==> config.mk <==
export PLATFORM = sky130hd
export DESIGN_NAME = accel_tilt_angle_tracker_top
export DESIGN_NICKNAME = d
export VERILOG_FILES = /design/src/hdl/tilt_pkg.sv /design/src/hdl/accel_tilt_angle_tracker_top.sv
export SDC_FILE = /design/constraint.sdc
export NUM_CORES = 2
export LEC_CHECK = 0
export BUFFER_PORTS_ARGS = -buffer_cell sky130_fd_sc_hd__buf_2
export CAP_MARGIN = 10
export CORE_ASPECT_RATIO = 0.7
export CORE_MARGIN = 2
export CORE_UTILIZATION = 45
export CTS_CLUSTER_SIZE = 8
export DETAILED_ROUTE_END_ITERATION = 8
export PLACE_DENSITY = 0.71
export SLEW_MARGIN = 25
export SYNTH_ARGS = -nofsm -noshare
export SYNTH_HDL_FRONTEND = slang
export SYNTH_SLANG_ARGS = --single-unit
==> constraint.sdc <==
create_clock -name i_clk -period 13.6 [get_ports i_clk]
set_input_delay 2.72 -clock i_clk [delete_from_list [all_inputs] [get_ports i_clk]]
set_output_delay 2.72 -clock i_clk [all_outputs]
set_load 0.05 [all_outputs]
==> src/hdl/tilt_pkg.sv <==
// ----------------------------------------------------------------------------
// tilt_pkg
// Shared types, constants and helpers of the tilt angle tracker: fixed point
// angle limits, filter gains, register indexes, sequencer states and the
// arctangent table used by the CORDIC.
// ----------------------------------------------------------------------------
`default_nettype none

package tilt_pkg;

    // CORDIC iterations per atan2 (8 to 24)
    localparam int CORDIC_STEPS = 16;

    // CORDIC datapath widths
    localparam int CW = 51;
    localparam int ZW = 28;

    // angles in 1/128 degree
    localparam logic signed [17:0] ANG_FULL = 18'sd46080;
    localparam logic signed [17:0] ANG_HALF = 18'sd23040;

    // 180 degrees in 1/65536 degree
    localparam logic signed [ZW-1:0] Z_HALF_TURN = 28'sd11796480;

    // smoothing gains, Q0.16
    localparam logic signed [17:0] GAIN_STABLE   = 18'sd16384;
    localparam logic signed [17:0] GAIN_UNSTABLE = 18'sd2621;

    // register indexes
    localparam logic [3:0] CFG_WRIST_NEUTRAL  = 4'd0;
    localparam logic [3:0] CFG_PALM_NEUTRAL   = 4'd1;
    localparam logic [3:0] CFG_ACCEL_NEUTRAL  = 4'd2;
    localparam logic [3:0] CFG_COUPLING_WP    = 4'd3;
    localparam logic [3:0] CFG_COUPLING_PW    = 4'd4;
    localparam logic [3:0] CFG_ENTER_TOL      = 4'd5;
    localparam logic [3:0] CFG_EXIT_TOL       = 4'd6;
    localparam logic [3:0] CFG_DEADBAND       = 4'd7;

    // sequencer states
    typedef enum logic [4:0] {
        S_IDLE,
        S_MXX,
        S_MZZ,
        S_MYY,
        S_SQ1,
        S_SQ2,
        S_STAB,
        S_AXR,
        S_AZQ,
        S_CINIT,
        S_CITER,
        S_CFIN,
        S_DET,
        S_CHK,
        S_NUM,
        S_DVS,
        S_DIV,
        S_DFIN,
        S_WRAP,
        S_LOAD,
        S_SMW,
        S_SMW2,
        S_SMP,
        S_SMP2,
        S_OUT
    } t_state;

    // arctangent of 2^-i in 1/65536 degree
    function automatic logic [21:0] atan_val(input logic [4:0] idx);
        logic [21:0] v;
        begin
            unique case (idx)
                5'd0:    v = 22'd2949120;
                5'd1:    v = 22'd1740967;
                5'd2:    v = 22'd919879;
                5'd3:    v = 22'd466945;
                5'd4:    v = 22'd234379;
                5'd5:    v = 22'd117304;
                5'd6:    v = 22'd58666;
                5'd7:    v = 22'd29335;
                5'd8:    v = 22'd14668;
                5'd9:    v = 22'd7334;
                5'd10:   v = 22'd3667;
                5'd11:   v = 22'd1833;
                5'd12:   v = 22'd917;
                5'd13:   v = 22'd458;
                5'd14:   v = 22'd229;
                5'd15:   v = 22'd115;
                5'd16:   v = 22'd57;
                5'd17:   v = 22'd29;
                5'd18:   v = 22'd14;
                5'd19:   v = 22'd7;
                5'd20:   v = 22'd4;
                5'd21:   v = 22'd2;
                5'd22:   v = 22'd1;
                default: v = 22'd0;
            endcase
            return v;
        end
    endfunction

    // wrap into [-180, 180] degrees for values within two turns
    function automatic logic signed [15:0] wrap_ang(input logic signed [17:0] v);
        logic signed [17:0] r;
        begin
            r = v;
            if (r >= ANG_FULL) begin
                r = r - ANG_FULL;
            end else if (r <= -ANG_FULL) begin
                r = r + ANG_FULL;
            end
            if (r > ANG_HALF) begin
                r = r - ANG_FULL;
            end else if (r < -ANG_HALF) begin
                r = r + ANG_FULL;
            end
            return r[15:0];
        end
    endfunction

endpackage

`default_nettype wire

==> src/hdl/accel_tilt_angle_tracker_top.sv <==
// ----------------------------------------------------------------------------
// accel_tilt_angle_tracker_top
// Tilt angle tracker: magnitude by integer square root, hysteresis stable
// flag, two CORDIC atan2, decoupling by division unless near singular, wrapped smoothing.
// ----------------------------------------------------------------------------
// Sequence: two 16-step square roots, two CORDIC runs of up to CORDIC_STEPS
//   iterations, and two 20-step restoring divisions with modular wrap when decoupling.
// Samples: not ready while busy; a new sample is taken only after the result transfers.
// Reset: synchronous active low; registers return to defaults, stable flag set,
//   filter unloaded, smoothed angles zero.
`default_nettype none

module accel_tilt_angle_tracker_top (
    input  wire                i_clk,
    input  wire                i_rst_n,
    // sample channel
    input  wire                i_valid,
    output logic               o_ready,
    input  wire  signed [15:0] i_accel_x,
    input  wire  signed [15:0] i_accel_y,
    input  wire  signed [15:0] i_accel_z,
    // result channel
    output logic               o_valid,
    input  wire                i_ready,
    output logic signed [15:0] o_wrist_filtered,
    output logic signed [15:0] o_palm_filtered,
    output logic signed [15:0] o_wrist_decoupled,
    output logic signed [15:0] o_palm_decoupled,
    output logic        [15:0] o_accel_magnitude,
    output logic        [15:0] o_accel_error,
    output logic               o_is_stable,
    // register write channel
    input  wire                i_cfg_valid,
    output logic               o_cfg_ready,
    input  wire         [3:0]  i_cfg_index,
    input  wire         [15:0] i_cfg_data
);

    localparam int CWL = tilt_pkg::CW;
    localparam int ZWL = tilt_pkg::ZW;

    // turn limits at quotient width
    localparam logic signed [20:0] WV_HALF = 21'(tilt_pkg::ANG_HALF);
    localparam logic signed [20:0] WV_FULL = 21'(tilt_pkg::ANG_FULL);

    // control and state registers
    tilt_pkg::t_state r_state, n_state;
    logic [4:0]  r_cnt, n_cnt;
    logic        r_which, n_which;
    logic        r_stable, n_stable;
    logic        r_loaded, n_loaded;
    logic signed [15:0] r_sw, n_sw;
    logic signed [15:0] r_sp, n_sp;

    // configuration registers
    logic signed [15:0] r_wrist_neutral;
    logic signed [15:0] r_palm_neutral;
    logic        [15:0] r_accel_neutral;
    logic signed [15:0] r_cpl_wp;
    logic signed [15:0] r_cpl_pw;
    logic        [15:0] r_enter_tol;
    logic        [15:0] r_exit_tol;
    logic        [14:0] r_deadband;

    // payload registers
    logic signed [15:0] r_ax, n_ax, r_ay, n_ay, r_az, n_az;
    logic [31:0] r_sxz, n_sxz;
    logic [30:0] r_ayy, n_ayy;
    logic [31:0] r_sq, n_sq;
    logic [31:0] r_sv, n_sv;
    logic [32:0] r_res, n_res;
    logic [31:0] r_bit, n_bit;
    logic [15:0] r_q, n_q, r_r, n_r;
    logic [15:0] r_mag, n_mag, r_err, n_err;
    logic signed [32:0] r_py, n_py, r_px, n_px;
    logic signed [CWL-1:0] r_cx, n_cx, r_cy, n_cy;
    logic signed [ZWL-1:0] r_cz, n_cz;
    logic signed [15:0] r_wm, n_wm, r_pm, n_pm;
    logic signed [31:0] r_det, n_det;
    logic signed [31:0] r_num, n_num;
    logic [30:0] r_ud, n_ud;
    logic [46:0] r_rem, n_rem;
    logic [19:0] r_quo, n_quo;
    logic        r_neg, n_neg;
    logic signed [20:0] r_wv, n_wv;
    logic signed [15:0] r_wd, n_wd, r_pd, n_pd;
    logic signed [35:0] r_sprod, n_sprod;

    // shared multiplier
    logic signed [17:0] mul_a, mul_b;
    logic signed [35:0] mul_p;

    // combinational helpers
    logic [32:0] sq_t;
    logic [32:0] sq_res_nx;
    logic [31:0] sq_sv_nx;
    logic        sq_take;
    logic [16:0] mag_diff;
    logic [15:0] err_v;
    logic signed [32:0] ci_y, ci_x, ci_xa, ci_ya;
    logic signed [CWL-1:0] cx_sh, cy_sh;
    logic signed [ZWL-1:0] atan_z, z_rnd;
    logic signed [17:0] ang_v;
    logic signed [15:0] neutral_sel;
    logic [31:0] adet32;
    logic [33:0] adet5;
    logic signed [15:0] own_ang;
    logic signed [35:0] num_full;
    logic [31:0] anum;
    logic [50:0] div_sh, div_rx;
    logic signed [20:0] q_ext;
    logic signed [15:0] wrap_res;
    logic signed [15:0] sm_tgt, sm_cur, sm_diff;
    logic signed [35:0] sm_rnd;
    logic signed [17:0] sm_sum;
    logic signed [17:0] gain;

    // zero small angles
    function automatic logic signed [15:0] apply_db(input logic signed [15:0] v,
                                                    input logic [14:0] db);
        logic [15:0] a;
        begin
            a = v[15] ? 16'(-v) : 16'(v);
            return (a < {1'b0, db}) ? 16'sd0 : v;
        end
    endfunction

    assign mul_p = mul_a * mul_b;
    assign gain  = r_stable ? tilt_pkg::GAIN_STABLE : tilt_pkg::GAIN_UNSTABLE;

    // sequencer and datapath next values
    always_comb begin
        n_state  = r_state;
        n_cnt    = r_cnt;
        n_which  = r_which;
        n_stable = r_stable;
        n_loaded = r_loaded;
        n_sw     = r_sw;
        n_sp     = r_sp;
        n_ax     = r_ax;
        n_ay     = r_ay;
        n_az     = r_az;
        n_sxz    = r_sxz;
        n_ayy    = r_ayy;
        n_sq     = r_sq;
        n_sv     = r_sv;
        n_res    = r_res;
        n_bit    = r_bit;
        n_q      = r_q;
        n_r      = r_r;
        n_mag    = r_mag;
        n_err    = r_err;
        n_py     = r_py;
        n_px     = r_px;
        n_cx     = r_cx;
        n_cy     = r_cy;
        n_cz     = r_cz;
        n_wm     = r_wm;
        n_pm     = r_pm;
        n_det    = r_det;
        n_num    = r_num;
        n_ud     = r_ud;
        n_rem    = r_rem;
        n_quo    = r_quo;
        n_neg    = r_neg;
        n_wv     = r_wv;
        n_wd     = r_wd;
        n_pd     = r_pd;
        n_sprod  = r_sprod;
        mul_a    = 18'sd0;
        mul_b    = 18'sd0;
        o_ready  = 1'b0;
        o_valid  = 1'b0;

        // square root step
        sq_t      = r_res + {1'b0, r_bit};
        sq_take   = ({1'b0, r_sv} >= sq_t);
        sq_sv_nx  = sq_take ? (r_sv - sq_t[31:0]) : r_sv;
        sq_res_nx = sq_take ? ((r_res >> 1) + {1'b0, r_bit}) : (r_res >> 1);

        // magnitude error
        mag_diff = {1'b0, r_r} - {1'b0, r_accel_neutral};
        err_v    = mag_diff[16] ? 16'(-mag_diff) : mag_diff[15:0];

        // cordic setup and step
        ci_y   = r_which ? r_py : {{17{r_ay[15]}}, r_ay};
        ci_x   = r_which ? r_px : {17'b0, r_q};
        ci_xa  = ci_x[32] ? -ci_x : ci_x;
        ci_ya  = ci_x[32] ? -ci_y : ci_y;
        cx_sh  = r_cx >>> r_cnt;
        cy_sh  = r_cy >>> r_cnt;
        atan_z = {{(ZWL-22){1'b0}}, tilt_pkg::atan_val(r_cnt)};
        z_rnd  = (r_cz + 28'sd256) >>> 9;
        neutral_sel = r_which ? r_palm_neutral : r_wrist_neutral;
        ang_v  = {z_rnd[16], z_rnd[16:0]} - {{2{neutral_sel[15]}}, neutral_sel};

        // decoupling
        adet32   = r_det[31] ? 32'(-r_det) : 32'(r_det);
        adet5    = {3'b0, adet32[30:0]} + {1'b0, adet32[30:0], 2'b0};
        own_ang  = r_which ? r_pm : r_wm;
        num_full = ({{20{own_ang[15]}}, own_ang} <<< 14) - mul_p;
        anum     = r_num[31] ? 32'(-r_num) : 32'(r_num);
        div_sh   = {20'b0, r_ud} << r_cnt;
        div_rx   = {4'b0, r_rem};
        q_ext    = {1'b0, r_quo};
        if (r_wv > WV_HALF) begin
            wrap_res = 16'(r_wv - WV_FULL);
        end else if (r_wv < -WV_HALF) begin
            wrap_res = 16'(r_wv + WV_FULL);
        end else begin
            wrap_res = r_wv[15:0];
        end

        // smoothing
        sm_tgt  = (r_state == tilt_pkg::S_SMP || r_state == tilt_pkg::S_SMP2) ? r_pd : r_wd;
        sm_cur  = (r_state == tilt_pkg::S_SMP || r_state == tilt_pkg::S_SMP2) ? r_sp : r_sw;
        sm_diff = tilt_pkg::wrap_ang({{2{sm_tgt[15]}}, sm_tgt} - {{2{sm_cur[15]}}, sm_cur});
        sm_rnd  = (r_sprod + 36'sd32768) >>> 16;
        sm_sum  = {{2{sm_cur[15]}}, sm_cur} + sm_rnd[17:0];

        unique case (r_state)
            tilt_pkg::S_IDLE: begin
                o_ready = 1'b1;
                if (i_valid) begin
                    n_ax    = i_accel_x;
                    n_ay    = i_accel_y;
                    n_az    = i_accel_z;
                    n_state = tilt_pkg::S_MXX;
                end
            end
            tilt_pkg::S_MXX: begin
                mul_a   = {{2{r_ax[15]}}, r_ax};
                mul_b   = {{2{r_ax[15]}}, r_ax};
                n_sxz   = mul_p[31:0];
                n_state = tilt_pkg::S_MZZ;
            end
            tilt_pkg::S_MZZ: begin
                mul_a   = {{2{r_az[15]}}, r_az};
                mul_b   = {{2{r_az[15]}}, r_az};
                n_sxz   = r_sxz + mul_p[31:0];
                n_state = tilt_pkg::S_MYY;
            end
            tilt_pkg::S_MYY: begin
                mul_a   = {{2{r_ay[15]}}, r_ay};
                mul_b   = {{2{r_ay[15]}}, r_ay};
                n_ayy   = mul_p[30:0];
                n_sq    = r_sxz + {1'b0, mul_p[30:0]};
                n_sv    = r_sxz;
                n_res   = 33'd0;
                n_bit   = 32'h4000_0000;
                n_cnt   = 5'd0;
                n_state = tilt_pkg::S_SQ1;
            end
            tilt_pkg::S_SQ1: begin
                n_sv  = sq_sv_nx;
                n_res = sq_res_nx;
                n_bit = r_bit >> 2;
                n_cnt = r_cnt + 5'd1;
                if (r_cnt == 5'd15) begin
                    n_q     = sq_res_nx[15:0];
                    n_sv    = r_sq;
                    n_res   = 33'd0;
                    n_bit   = 32'h4000_0000;
                    n_cnt   = 5'd0;
                    n_state = tilt_pkg::S_SQ2;
                end
            end
            tilt_pkg::S_SQ2: begin
                n_sv  = sq_sv_nx;
                n_res = sq_res_nx;
                n_bit = r_bit >> 2;
                n_cnt = r_cnt + 5'd1;
                if (r_cnt == 5'd15) begin
                    n_r     = sq_res_nx[15:0];
                    n_state = tilt_pkg::S_STAB;
                end
            end
            tilt_pkg::S_STAB: begin
                n_mag = r_r;
                n_err = err_v;
                if (r_stable) begin
                    if (err_v > r_exit_tol) begin
                        n_stable = 1'b0;
                    end
                end else if (err_v < r_enter_tol) begin
                    n_stable = 1'b1;
                end
                n_state = tilt_pkg::S_AXR;
            end
            tilt_pkg::S_AXR: begin
                mul_a   = {{2{r_ax[15]}}, r_ax};
                mul_b   = {2'b0, r_r};
                n_py    = mul_p[32:0];
                n_state = tilt_pkg::S_AZQ;
            end
            tilt_pkg::S_AZQ: begin
                mul_a   = {{2{r_az[15]}}, r_az};
                mul_b   = {2'b0, r_q};
                n_px    = 33'({3'b0, r_ayy} + mul_p[33:0]);
                n_which = 1'b0;
                n_state = tilt_pkg::S_CINIT;
            end
            tilt_pkg::S_CINIT: begin
                n_cx = {{(CWL-49){ci_xa[32]}}, ci_xa, 16'b0};
                n_cy = {{(CWL-49){ci_ya[32]}}, ci_ya, 16'b0};
                if (ci_x[32]) begin
                    n_cz = ci_y[32] ? -tilt_pkg::Z_HALF_TURN : tilt_pkg::Z_HALF_TURN;
                end else begin
                    n_cz = '0;
                end
                n_cnt   = 5'd0;
                n_state = tilt_pkg::S_CITER;
            end
            tilt_pkg::S_CITER: begin
                if (r_cnt == 5'(tilt_pkg::CORDIC_STEPS) || r_cy == '0) begin
                    n_state = tilt_pkg::S_CFIN;
                end else begin
                    if (r_cy > 0) begin
                        n_cx = r_cx + cy_sh;
                        n_cy = r_cy - cx_sh;
                        n_cz = r_cz + atan_z;
                    end else begin
                        n_cx = r_cx - cy_sh;
                        n_cy = r_cy + cx_sh;
                        n_cz = r_cz - atan_z;
                    end
                    n_cnt = r_cnt + 5'd1;
                end
            end
            tilt_pkg::S_CFIN: begin
                if (r_which) begin
                    n_pm    = tilt_pkg::wrap_ang(ang_v);
                    n_state = tilt_pkg::S_DET;
                end else begin
                    n_wm    = tilt_pkg::wrap_ang(ang_v);
                    n_which = 1'b1;
                    n_state = tilt_pkg::S_CINIT;
                end
            end
            tilt_pkg::S_DET: begin
                mul_a   = {{2{r_cpl_wp[15]}}, r_cpl_wp};
                mul_b   = {{2{r_cpl_pw[15]}}, r_cpl_pw};
                n_det   = 32'(36'sd268435456 - mul_p);
                n_state = tilt_pkg::S_CHK;
            end
            tilt_pkg::S_CHK: begin
                n_ud = adet32[30:0];
                if (adet5 < 34'd268435456) begin
                    n_wd    = r_wm;
                    n_pd    = r_pm;
                    n_state = r_loaded ? tilt_pkg::S_SMW : tilt_pkg::S_LOAD;
                end else begin
                    n_which = 1'b0;
                    n_state = tilt_pkg::S_NUM;
                end
            end
            tilt_pkg::S_NUM: begin
                mul_a   = r_which ? {{2{r_cpl_pw[15]}}, r_cpl_pw}
                                  : {{2{r_cpl_wp[15]}}, r_cpl_wp};
                mul_b   = r_which ? {{2{r_wm[15]}}, r_wm} : {{2{r_pm[15]}}, r_pm};
                n_num   = num_full[31:0];
                n_state = tilt_pkg::S_DVS;
            end
            tilt_pkg::S_DVS: begin
                n_rem   = {2'b0, anum[30:0], 14'b0} + {16'b0, r_ud >> 1};
                n_neg   = r_num[31] ^ r_det[31];
                n_quo   = 20'd0;
                n_cnt   = 5'd19;
                n_state = tilt_pkg::S_DIV;
            end
            tilt_pkg::S_DIV: begin
                if (div_rx >= div_sh) begin
                    n_rem        = 47'(div_rx - div_sh);
                    n_quo[r_cnt] = 1'b1;
                end
                if (r_cnt == 5'd0) begin
                    n_state = tilt_pkg::S_DFIN;
                end else begin
                    n_cnt = r_cnt - 5'd1;
                end
            end
            tilt_pkg::S_DFIN: begin
                n_wv    = r_neg ? -q_ext : q_ext;
                n_state = tilt_pkg::S_WRAP;
            end
            tilt_pkg::S_WRAP: begin
                if (r_wv >= WV_FULL) begin
                    n_wv = r_wv - WV_FULL;
                end else if (r_wv <= -WV_FULL) begin
                    n_wv = r_wv + WV_FULL;
                end else if (r_which) begin
                    n_pd    = wrap_res;
                    n_state = r_loaded ? tilt_pkg::S_SMW : tilt_pkg::S_LOAD;
                end else begin
                    n_wd    = wrap_res;
                    n_which = 1'b1;
                    n_state = tilt_pkg::S_NUM;
                end
            end
            tilt_pkg::S_LOAD: begin
                n_sw     = apply_db(r_wd, r_deadband);
                n_sp     = apply_db(r_pd, r_deadband);
                n_loaded = 1'b1;
                n_state  = tilt_pkg::S_OUT;
            end
            tilt_pkg::S_SMW: begin
                mul_a   = gain;
                mul_b   = {{2{sm_diff[15]}}, sm_diff};
                n_sprod = mul_p;
                n_state = tilt_pkg::S_SMW2;
            end
            tilt_pkg::S_SMW2: begin
                n_sw    = apply_db(tilt_pkg::wrap_ang(sm_sum), r_deadband);
                n_state = tilt_pkg::S_SMP;
            end
            tilt_pkg::S_SMP: begin
                mul_a   = gain;
                mul_b   = {{2{sm_diff[15]}}, sm_diff};
                n_sprod = mul_p;
                n_state = tilt_pkg::S_SMP2;
            end
            tilt_pkg::S_SMP2: begin
                n_sp    = apply_db(tilt_pkg::wrap_ang(sm_sum), r_deadband);
                n_state = tilt_pkg::S_OUT;
            end
            tilt_pkg::S_OUT: begin
                o_valid = 1'b1;
                if (i_ready) begin
                    n_state = tilt_pkg::S_IDLE;
                end
            end
        endcase
    end

    // control, filter state and register file
    always_ff @(posedge i_clk) begin
        if (!i_rst_n) begin
            r_state         <= tilt_pkg::S_IDLE;
            r_cnt           <= 5'd0;
            r_which         <= 1'b0;
            r_stable        <= 1'b1;
            r_loaded        <= 1'b0;
            r_sw            <= 16'sd0;
            r_sp            <= 16'sd0;
            r_wrist_neutral <= 16'sd0;
            r_palm_neutral  <= 16'sd0;
            r_accel_neutral <= 16'd5018;
            r_cpl_wp        <= 16'sd0;
            r_cpl_pw        <= 16'sd0;
            r_enter_tol     <= 16'd307;
            r_exit_tol      <= 16'd461;
            r_deadband      <= 15'd64;
        end else begin
            r_state  <= n_state;
            r_cnt    <= n_cnt;
            r_which  <= n_which;
            r_stable <= n_stable;
            r_loaded <= n_loaded;
            r_sw     <= n_sw;
            r_sp     <= n_sp;
            // register write transfer
            if (i_cfg_valid) begin
                unique case (i_cfg_index)
                    tilt_pkg::CFG_WRIST_NEUTRAL: r_wrist_neutral <= i_cfg_data;
                    tilt_pkg::CFG_PALM_NEUTRAL:  r_palm_neutral  <= i_cfg_data;
                    tilt_pkg::CFG_ACCEL_NEUTRAL: r_accel_neutral <= i_cfg_data;
                    tilt_pkg::CFG_COUPLING_WP:   r_cpl_wp        <= i_cfg_data;
                    tilt_pkg::CFG_COUPLING_PW:   r_cpl_pw        <= i_cfg_data;
                    tilt_pkg::CFG_ENTER_TOL:     r_enter_tol     <= i_cfg_data;
                    tilt_pkg::CFG_EXIT_TOL:      r_exit_tol      <= i_cfg_data;
                    tilt_pkg::CFG_DEADBAND:      r_deadband      <= i_cfg_data[14:0];
                    default: ;
                endcase
            end
        end
    end

    // datapath registers
    always_ff @(posedge i_clk) begin
        r_ax    <= n_ax;
        r_ay    <= n_ay;
        r_az    <= n_az;
        r_sxz   <= n_sxz;
        r_ayy   <= n_ayy;
        r_sq    <= n_sq;
        r_sv    <= n_sv;
        r_res   <= n_res;
        r_bit   <= n_bit;
        r_q     <= n_q;
        r_r     <= n_r;
        r_mag   <= n_mag;
        r_err   <= n_err;
        r_py    <= n_py;
        r_px    <= n_px;
        r_cx    <= n_cx;
        r_cy    <= n_cy;
        r_cz    <= n_cz;
        r_wm    <= n_wm;
        r_pm    <= n_pm;
        r_det   <= n_det;
        r_num   <= n_num;
        r_ud    <= n_ud;
        r_rem   <= n_rem;
        r_quo   <= n_quo;
        r_neg   <= n_neg;
        r_wv    <= n_wv;
        r_wd    <= n_wd;
        r_pd    <= n_pd;
        r_sprod <= n_sprod;
    end

    // result ports
    assign o_cfg_ready       = 1'b1;
    assign o_wrist_filtered  = r_sw;
    assign o_palm_filtered   = r_sp;
    assign o_wrist_decoupled = r_wd;
    assign o_palm_decoupled  = r_pd;
    assign o_accel_magnitude = r_mag;
    assign o_accel_error     = r_err;
    assign o_is_stable       = r_stable;

endmodule

`default_nettype wire

* Word level (Yosys, flattened, before mapping) *
Memories as Yosys holds them, arrays and structs flattened. A register that Yosys moved wholly into a read port is not among the register bits.
Cells that the tools add are included.

word-level totals
  output and inout bits = 100
  memories kept = 1
  input port bits = 73
  bits in registers = 954
  bits in read-only memories = 704
  logic and storage cells = 350

memories
  memory           words  width  rd ports  clocked after memory_dff  write ports  RTL line        RTL
  (no name shown)  32     22     1         1                         0            tilt_pkg.sv:72  unique case (idx)

operators by class
  magnitude comparators = 32
  reduce and logical (&&, ||, !) cells = 43
  shift operators = 3
  equality and inequality tests = 49
  add/sub/neg operators = 53
  muxes and demuxes = 120
  multipliers = 1
  bitwise logic cells = 3

operators by type and width
  kind                                                  number
  2-to-1 mux 16 bit                                     35
  2-to-1 mux 18 bit                                     14
  2-to-1 mux 51 bit                                     4
  one-hot mux 51 bit (2 select lines)                   2
  2-to-1 mux 33 bit                                     6
  one-hot mux 32 bit (3 select lines)                   2
  one-hot mux 18 bit (8 select lines)                   1
  one-hot mux 16 bit (2 select lines)                   4
  one-hot mux 5 bit (24 select lines)                   1
  2-to-1 mux 28 bit                                     4
  one-hot mux 18 bit (6 select lines)                   1
  adder 51 bit                                          2
  >>> shifter 51 x 5 -> 51 bit                          2
  subtractor 51 bit                                     2
  one-hot mux 33 bit (3 select lines)                   1
  one-hot mux 47 bit (2 select lines)                   1
  2-to-1 mux 31 bit                                     3
  > comparator 18 x 16 -> 1 bit, second input constant  5
  < comparator 18 x 16 -> 1 bit, second input constant  5
  adder 16 bit, second input constant                   5
  negation 16 bit                                       5
  subtractor 16 bit, second input constant              5
  2-to-1 mux 5 bit                                      15
  negation 33 bit                                       2
  other kinds (88)                                      177

* Longest topological paths before layout *
  depth after elaboration = 17
  gate-level depth with buffers = 63

* Least setup slack after synthesis *
No wires, ideal clock.

  path kind = reg-to-reg
  from = reg r_state[4]
  to = reg r_px[32], data pin
  slack = -143 ps
  data required time = 13,337 ps
  arrival time = 13,480 ps
  buffers on the path = 6
  stages on the path, launching flop included = 60
  cells stage by stage = dfxtp_1 buf_4 nand4b_4 buf_4 buf_1 buf_1 nand2_1 nand2_1 ha_1 inv_1 fa_1 maj3_2 o211ai_2 a211oi_2 o311ai_4 a21bo_2 and3_1 or2_2 [24 not listed] inv_1 ha_1 or3_1 o21ai_0 o21ai_0 a21oi_1 ha_1 and3_1 o211ai_1 a311oi_1 o21ai_0 a21boi_0 o31a_1 or4_1 a31oi_1 nor2b_1 o21ai_0 xnor2_1

between the ends
  longest elaborated chain between the ends = 13

RTL lines
  element                                                                            RTL line                                                                                                       RTL
  from (decl)                                                                        accel_tilt_angle_tracker_top.sv:47                                                                             tilt_pkg::t_state r_state, n_state;
  from (signal assigned)                                                             accel_tilt_angle_tracker_top.sv:438                                                                            r_state <= tilt_pkg::S_IDLE;
  from (signal assigned)                                                             accel_tilt_angle_tracker_top.sv:454                                                                            r_state <= n_state;
  == test 5 bit, on equally long branches                                            accel_tilt_angle_tracker_top.sv:215, accel_tilt_angle_tracker_top.sv:216, accel_tilt_angle_tracker_top.sv:221
  logical OR 1 bit                                                                   accel_tilt_angle_tracker_top.sv:215, accel_tilt_angle_tracker_top.sv:216
  2-to-1 mux 16 bit, on equally long branches                                        accel_tilt_angle_tracker_top.sv:215, accel_tilt_angle_tracker_top.sv:216
  subtractor 16 x 16 -> 17 bit                                                       accel_tilt_angle_tracker_top.sv:217                                                                            sm_diff = tilt_pkg::wrap_ang({{2{sm_tgt[15]}}, sm_tgt} - {{2{sm_cur[15]}}, sm_cur});
  adder 17 x 17 -> 18 bit / less-or-equal comparator 17 bit (equally long branches)  tilt_pkg.sv:110, tilt_pkg.sv:109
  2-to-1 mux 18 bit                                                                  tilt_pkg.sv:109                                                                                                end else if (r <= -ANG_FULL) begin
  2-to-1 mux 18 bit                                                                  tilt_pkg.sv:107                                                                                                if (r >= ANG_FULL) begin
  adder 16 bit / < comparator 18 x 16 -> 1 bit (equally long branches)               tilt_pkg.sv:115, tilt_pkg.sv:114
  2-to-1 mux 16 bit                                                                  tilt_pkg.sv:114                                                                                                end else if (r < -ANG_HALF) begin
  2-to-1 mux 16 bit                                                                  tilt_pkg.sv:112                                                                                                if (r > ANG_HALF) begin
  one-hot mux 18 bit (8 select lines)                                                accel_tilt_angle_tracker_top.sv:221                                                                            unique case (r_state)
  multiplier 18 x 18 -> 34 bit (*)                                                   accel_tilt_angle_tracker_top.sv:128                                                                            assign mul_p = mul_a * mul_b;
  net mul_p[19]                                                                      accel_tilt_angle_tracker_top.sv:91                                                                             logic signed [35:0] mul_p;
  adder 31 x 33 -> 33 bit (*)                                                        accel_tilt_angle_tracker_top.sv:299                                                                            n_px = 33'({3'b0, r_ayy} + mul_p[33:0]);
  to (signal assigned)                                                               accel_tilt_angle_tracker_top.sv:494                                                                            r_px <= n_px;
  to (decl)                                                                          accel_tilt_angle_tracker_top.sv:75                                                                             logic signed [32:0] r_py, n_py, r_px, n_px;

Mark *: on every way through the listed nets, which the timed path passes. The rest lies on a longest branch.
A chain may end at the register's enable or synchronous reset.

* Worst setup path in the final report *
  from = reg r_state[2]
  to = reg r_num[31], data pin

between the ends
  longest elaborated chain between the ends = 13

RTL lines
  element                                                                            RTL line                                                                                                       RTL
  == test 5 bit, on equally long branches                                            accel_tilt_angle_tracker_top.sv:215, accel_tilt_angle_tracker_top.sv:216, accel_tilt_angle_tracker_top.sv:221
  logical OR 1 bit                                                                   accel_tilt_angle_tracker_top.sv:215, accel_tilt_angle_tracker_top.sv:216
  2-to-1 mux 16 bit, on equally long branches                                        accel_tilt_angle_tracker_top.sv:215, accel_tilt_angle_tracker_top.sv:216
  subtractor 16 x 16 -> 17 bit                                                       accel_tilt_angle_tracker_top.sv:217
  adder 17 x 17 -> 18 bit / less-or-equal comparator 17 bit (equally long branches)  tilt_pkg.sv:110, tilt_pkg.sv:109
  2-to-1 mux 18 bit                                                                  tilt_pkg.sv:109
  2-to-1 mux 18 bit                                                                  tilt_pkg.sv:107
  adder 16 bit / < comparator 18 x 16 -> 1 bit (equally long branches)               tilt_pkg.sv:115, tilt_pkg.sv:114
  2-to-1 mux 16 bit                                                                  tilt_pkg.sv:114
  2-to-1 mux 16 bit                                                                  tilt_pkg.sv:112
  one-hot mux 18 bit (8 select lines)                                                accel_tilt_angle_tracker_top.sv:221
  multiplier 18 x 18 -> 34 bit (*)                                                   accel_tilt_angle_tracker_top.sv:128
  subtractor 32 bit (*)                                                              accel_tilt_angle_tracker_top.sv:201                                                                            num_full = ({{20{own_ang[15]}}, own_ang} <<< 14) - mul_p;
  net num_full[31]                                                                   accel_tilt_angle_tracker_top.sv:108                                                                            logic signed [35:0] num_full;
  to (signal assigned)                                                               accel_tilt_angle_tracker_top.sv:501                                                                            r_num <= n_num;
  to (decl)                                                                          accel_tilt_angle_tracker_top.sv:80                                                                             logic signed [31:0] r_num, n_num;

Marks and branches as above.

==> key figures <==
Yosys
  – Post-Synthesis Cells: 9766
  – Share of Yosys cell area claimed by the top area cell type: 0.256
  – Post-synth EDFFs: 749
  – Synth Register Bits: 943
  – Synth area leader: edfxtp_1
  – Mapped Area: 87800 um2
  – Syn_nets: 10779
  – Top cells by area, synth: edfxtp_1 26%, ha_1 9.0%, fa_1 7.0%
  – Post-synth top flop: edfxtp_1
  – Distinct cells, synth: about 130
  – Ys async rst share: 0
  – Post-synthesis sequential area ratio: 0.301
  – Ys Warns: 0
  – Syn_area_per_cell: 8.99 um2

STA
  – Final critical-path share of the clock period: 0.983
  – Least-Margin Pin Slew: 1.21 ns
  – Max-slew violation count: 0
  – Achievable frequency: 0.0748 GHz
  – Slew Limit Headroom: 0.188
  – Final setup viols: 0
  – Min cycle time layout: 13.37 ns
  – Setup Skew: between 0.08 and 0.09 ns
  – Final Hold Fails: 0

Power
  – Share of total power in combinational logic: 0.519
  – Leak: 39.4 nW
  – Sw Share: 0.408
  – Power density over the cells: 153 nW/um2
  – Clock power frac: 0.227
  – Net Switching: 6.11 mW
  – Max VDD drop: 0.246 mV
  – Pwr Total: 15.0 mW
  – Reg power frac: 0.254
  – Int Pwr: 8.85 mW

Floorplan
  – Die area: 199000 um2
  – Die Y: approximately 370 um
  – Initial core utilization: 0.453
  – FP Rows: around 140
  – I/O pin total: 173
  – Core ar.: 194000 um2
  – Chip width: 532 um

Routing
  – # DRC: 0
  – DR pass1 iterations: 6
  – Vias: around 80000
  – Antenna Nets Post-Route: 0
  – Post-Route WL: approximately 340000 um
  – DR vias/cell: 6.31
  – Initial DRC count: 11626
  – Average wire per standard cell: 26.9 um

Clock tree
  – CTS sink cnt: between 900 and 1000
  – CTS buffer count: between 100 and 150
  – Post-CTS Hold Buffers: 0
  – Insertion delay to the later sink of the worst-skew pair: 0.84 ns
  – CTS tree: yes
  – Clock root cell: clkbuf_16
  – Htree depth: 4
  – Reg clk slew, reported paths: 0.05 ns
  – Max clock buf depth: 4

Finish
  – Layout cells sized above 1: 0.112
  – Commonest non-fill, non-tap cell in the layout: nand2_1
  – Commonest non-fill, non-tap cells in the layout: 1306 x nand2_1, 749 x edfxtp_1, 703 x inv_1, 692 x nor2_1, 680 x a21oi_1
  – Multi-input gate area: 57600 um2
  – FF+latch area: 26400 um2
  – Final nets: 11037
  – Final cell count without fillers: 12690
  – Area Growth Syn to Fin: 11.1%
  – Filler cell count: 17999

Setup path
  – CP required: 14.14 ns
  – CP arrival: 13.92 ns
  – Largest stage delay, worst path: 0.60 ns
  – Startpoint types: flip-flop
  – Peak fanout along the critical path: 7
  – Slowest-stage cell, CP: fa_1
  – Worst setup EP type: flip-flop
  – R2R depth: 54
  – Crit Path Class: flip-flop to flip-flop
  – Most numerous cell on the critical path: buf_4

Run
  – Max Cap Viol: 0

GRT
  – Grt ovf: 0
  – Vias in the first global route: about 74000
  – Wire length of the first global-routing pass: 494000 um
  – GRT Resource Usage Total: 0.331
  – Initial antenna violation count: 24
  – Largest net degree at the start of global routing: 88

Place
  – GP Congestion: 1.06
  – DP Cell Count: roughly 12000
  – Final HPWL DP: 268000 um
  – Port bufs: about 170

Hold path
  – Hold WC Path Type: flip-flop to flip-flop
  – Worst Hold Path Cells: 2

Outcome
  – Outcome: completed
power by group through the flow:
stage	Sequential [mW]	Clock [mW]	Combinational (mW)
after floorplan	3.82	0	4.47
final	3.81	3.40	7.76
after detailed placement	3.86	0	7.45
after CTS	3.80	3.43	7.50
after global routing	3.81	3.54	8.35
after global placement	3.85	0	7.28
per-stage QoR:
stage / hold slack, ns / TNS (ns) / setup WS (ns) / cell area [um2] / util
2_1_floorplan: 0.434 / -0.0819 / -0.0819 / 87800 / -
3_3_place_gp: 0.441 / -0.101 / -0.101 / 93100 / 0.481
3_5_place_dp: 0.447 / -0.181 / -0.125 / 93100 / 0.481
4_1_cts: 0.454 / 0 / 0.0564 / 97200 / 0.502
5_1_grt: 0.470 / -0.531 / -0.171 / 97500 / 0.504
6_report: 0.453 / 0 / 0.225 / 97500 / 0.504
worst max-delay path, delay by kind of cell (launching register included):
| kind | cells | cell delay, ns |
|---|---|---|
| adders and majority gates | 11 | 4.72 |
| xor gates and xnor gates | 2 | 0.42 |
| buffers and inverters | 12 | 1.64 |
| DFF | 1 | 0.38 |
| AOI/OAI and AO/OA | 17 | 3.55 |
| and+or+nand+nor | 12 | 2.39 |
kinds of logic (layout without fill, tap and decap cells):
family,count (synthesis),count (layout),synth area share
AOI/OAI and AO/OA,2396,2396,0.175
xor gates and xnor gates,803,803,0.0809
adders and majority gates,948,948,0.161
buffers and inverters,1135,1446,0.0493
DFF,943,943,0.301
muxes,430,430,0.0702
other,1,11,0.0000427
and+or+nand+nor,3110,3110,0.162
final timing paths:
path,slack [ns],end,from
worst min-delay path,0.45,r_enter_tol[3]$_SDFFE_PN0P_,r_enter_tol[3]$_SDFFE_PN0P_
worst max register to register,0.23,r_num[31]$_DFFE_PP_,r_state[2]$_SDFFE_PN0P_
worst max-delay path,0.23,r_num[31]$_DFFE_PP_,r_state[2]$_SDFFE_PN0P_
worst min register to register,0.45,r_enter_tol[3]$_SDFFE_PN0P_,r_enter_tol[3]$_SDFFE_PN0P_
cell usage after synthesis (27+ instances only):
| library cell | count |
|---|---|
| nand2_1 | 1307 |
| edfxtp_1 | 749 |
| inv_1 | 704 |
| nor2_1 | 702 |
| a21oi_1 | 689 |
| ha_1 | 631 |
| o21ai_0 | 543 |
| xnor2_1 | 503 |
| clkbuf_1 | 327 |
| fa_1 | 309 |
| xor2_1 | 294 |
| a21o_1 | 215 |
| mux2i_1 | 207 |
| nor3_1 | 200 |
| dfxtp_1 | 194 |
| nand3_1 | 160 |
| mux4_2 | 137 |
| and2_1 | 115 |
| nand2b_1 | 100 |
| a31oi_1 | 96 |
| a22oi_1 | 91 |
| nor2b_1 | 91 |
| mux2_2 | 77 |
| o21bai_1 | 77 |
| and3_1 | 75 |
| o31ai_1 | 71 |
| buf_1 | 70 |
| o211ai_1 | 70 |
| or3_1 | 70 |
| o21a_1 | 68 |
| nand4_1 | 64 |
| nor4_1 | 60 |
| o22ai_1 | 53 |
| or2_2 | 46 |
| a211oi_1 | 41 |
| a21boi_0 | 39 |
| a31o_2 | 33 |
| o41ai_1 | 31 |
| a221oi_1 | 30 |
| nor3b_1 | 27 |
layout make-up:
| type | instances | share of cell area |
|---|---|---|
| clock inverters | 11 | 0.00183 |
| inverters | 714 | 0.0276 |
| well taps | 2603 | 0.0334 |
| multi-input cells | 7688 | 0.590 |
| diodes | 10 | 0.000257 |
| repair buffers | 531 | 0.0367 |
| clock buffers | 190 | 0.0395 |
| flip-flops and latches | 943 | 0.271 |
registers in the layout, summed over array words and instances, names as in the netlist, 21 cells and up:
| name | count |
|---|---|
| r_sxz | 32 |
| r_wv | 21 |
| r_cy | 51 |
| r_num | 32 |
| r_px | 33 |
| r_cz | 26 |
| r_ayy | 31 |
| r_py | 33 |
| r_res | 33 |
| atan_z | 22 |
| r_rem | 47 |
| r_ud | 31 |
| r_det | 32 |
| r_sv | 32 |
| r_sq | 32 |
| r_cx | 51 |
layer usage:
metal | vias to the layer above | wire length [um] | GRT usage
met3 | 541 | 51800 | 0.124
met4 | 26 | 9740 | 0.0879
met1 | 39018 | 152000 | 0.509
met5 | - | 565 | 0.0144
li1 | 35432 | - | -
met2 | 5037 | 127000 | 0.420
what timing repair did:
item / in CTS / in global routing
setup endpoints to repair: 3 / 44
pin swaps: 0 / 12
setup buffers: 0 / 11
gates resized for setup: 3 / 54
(Power assumes the default switching activity.)
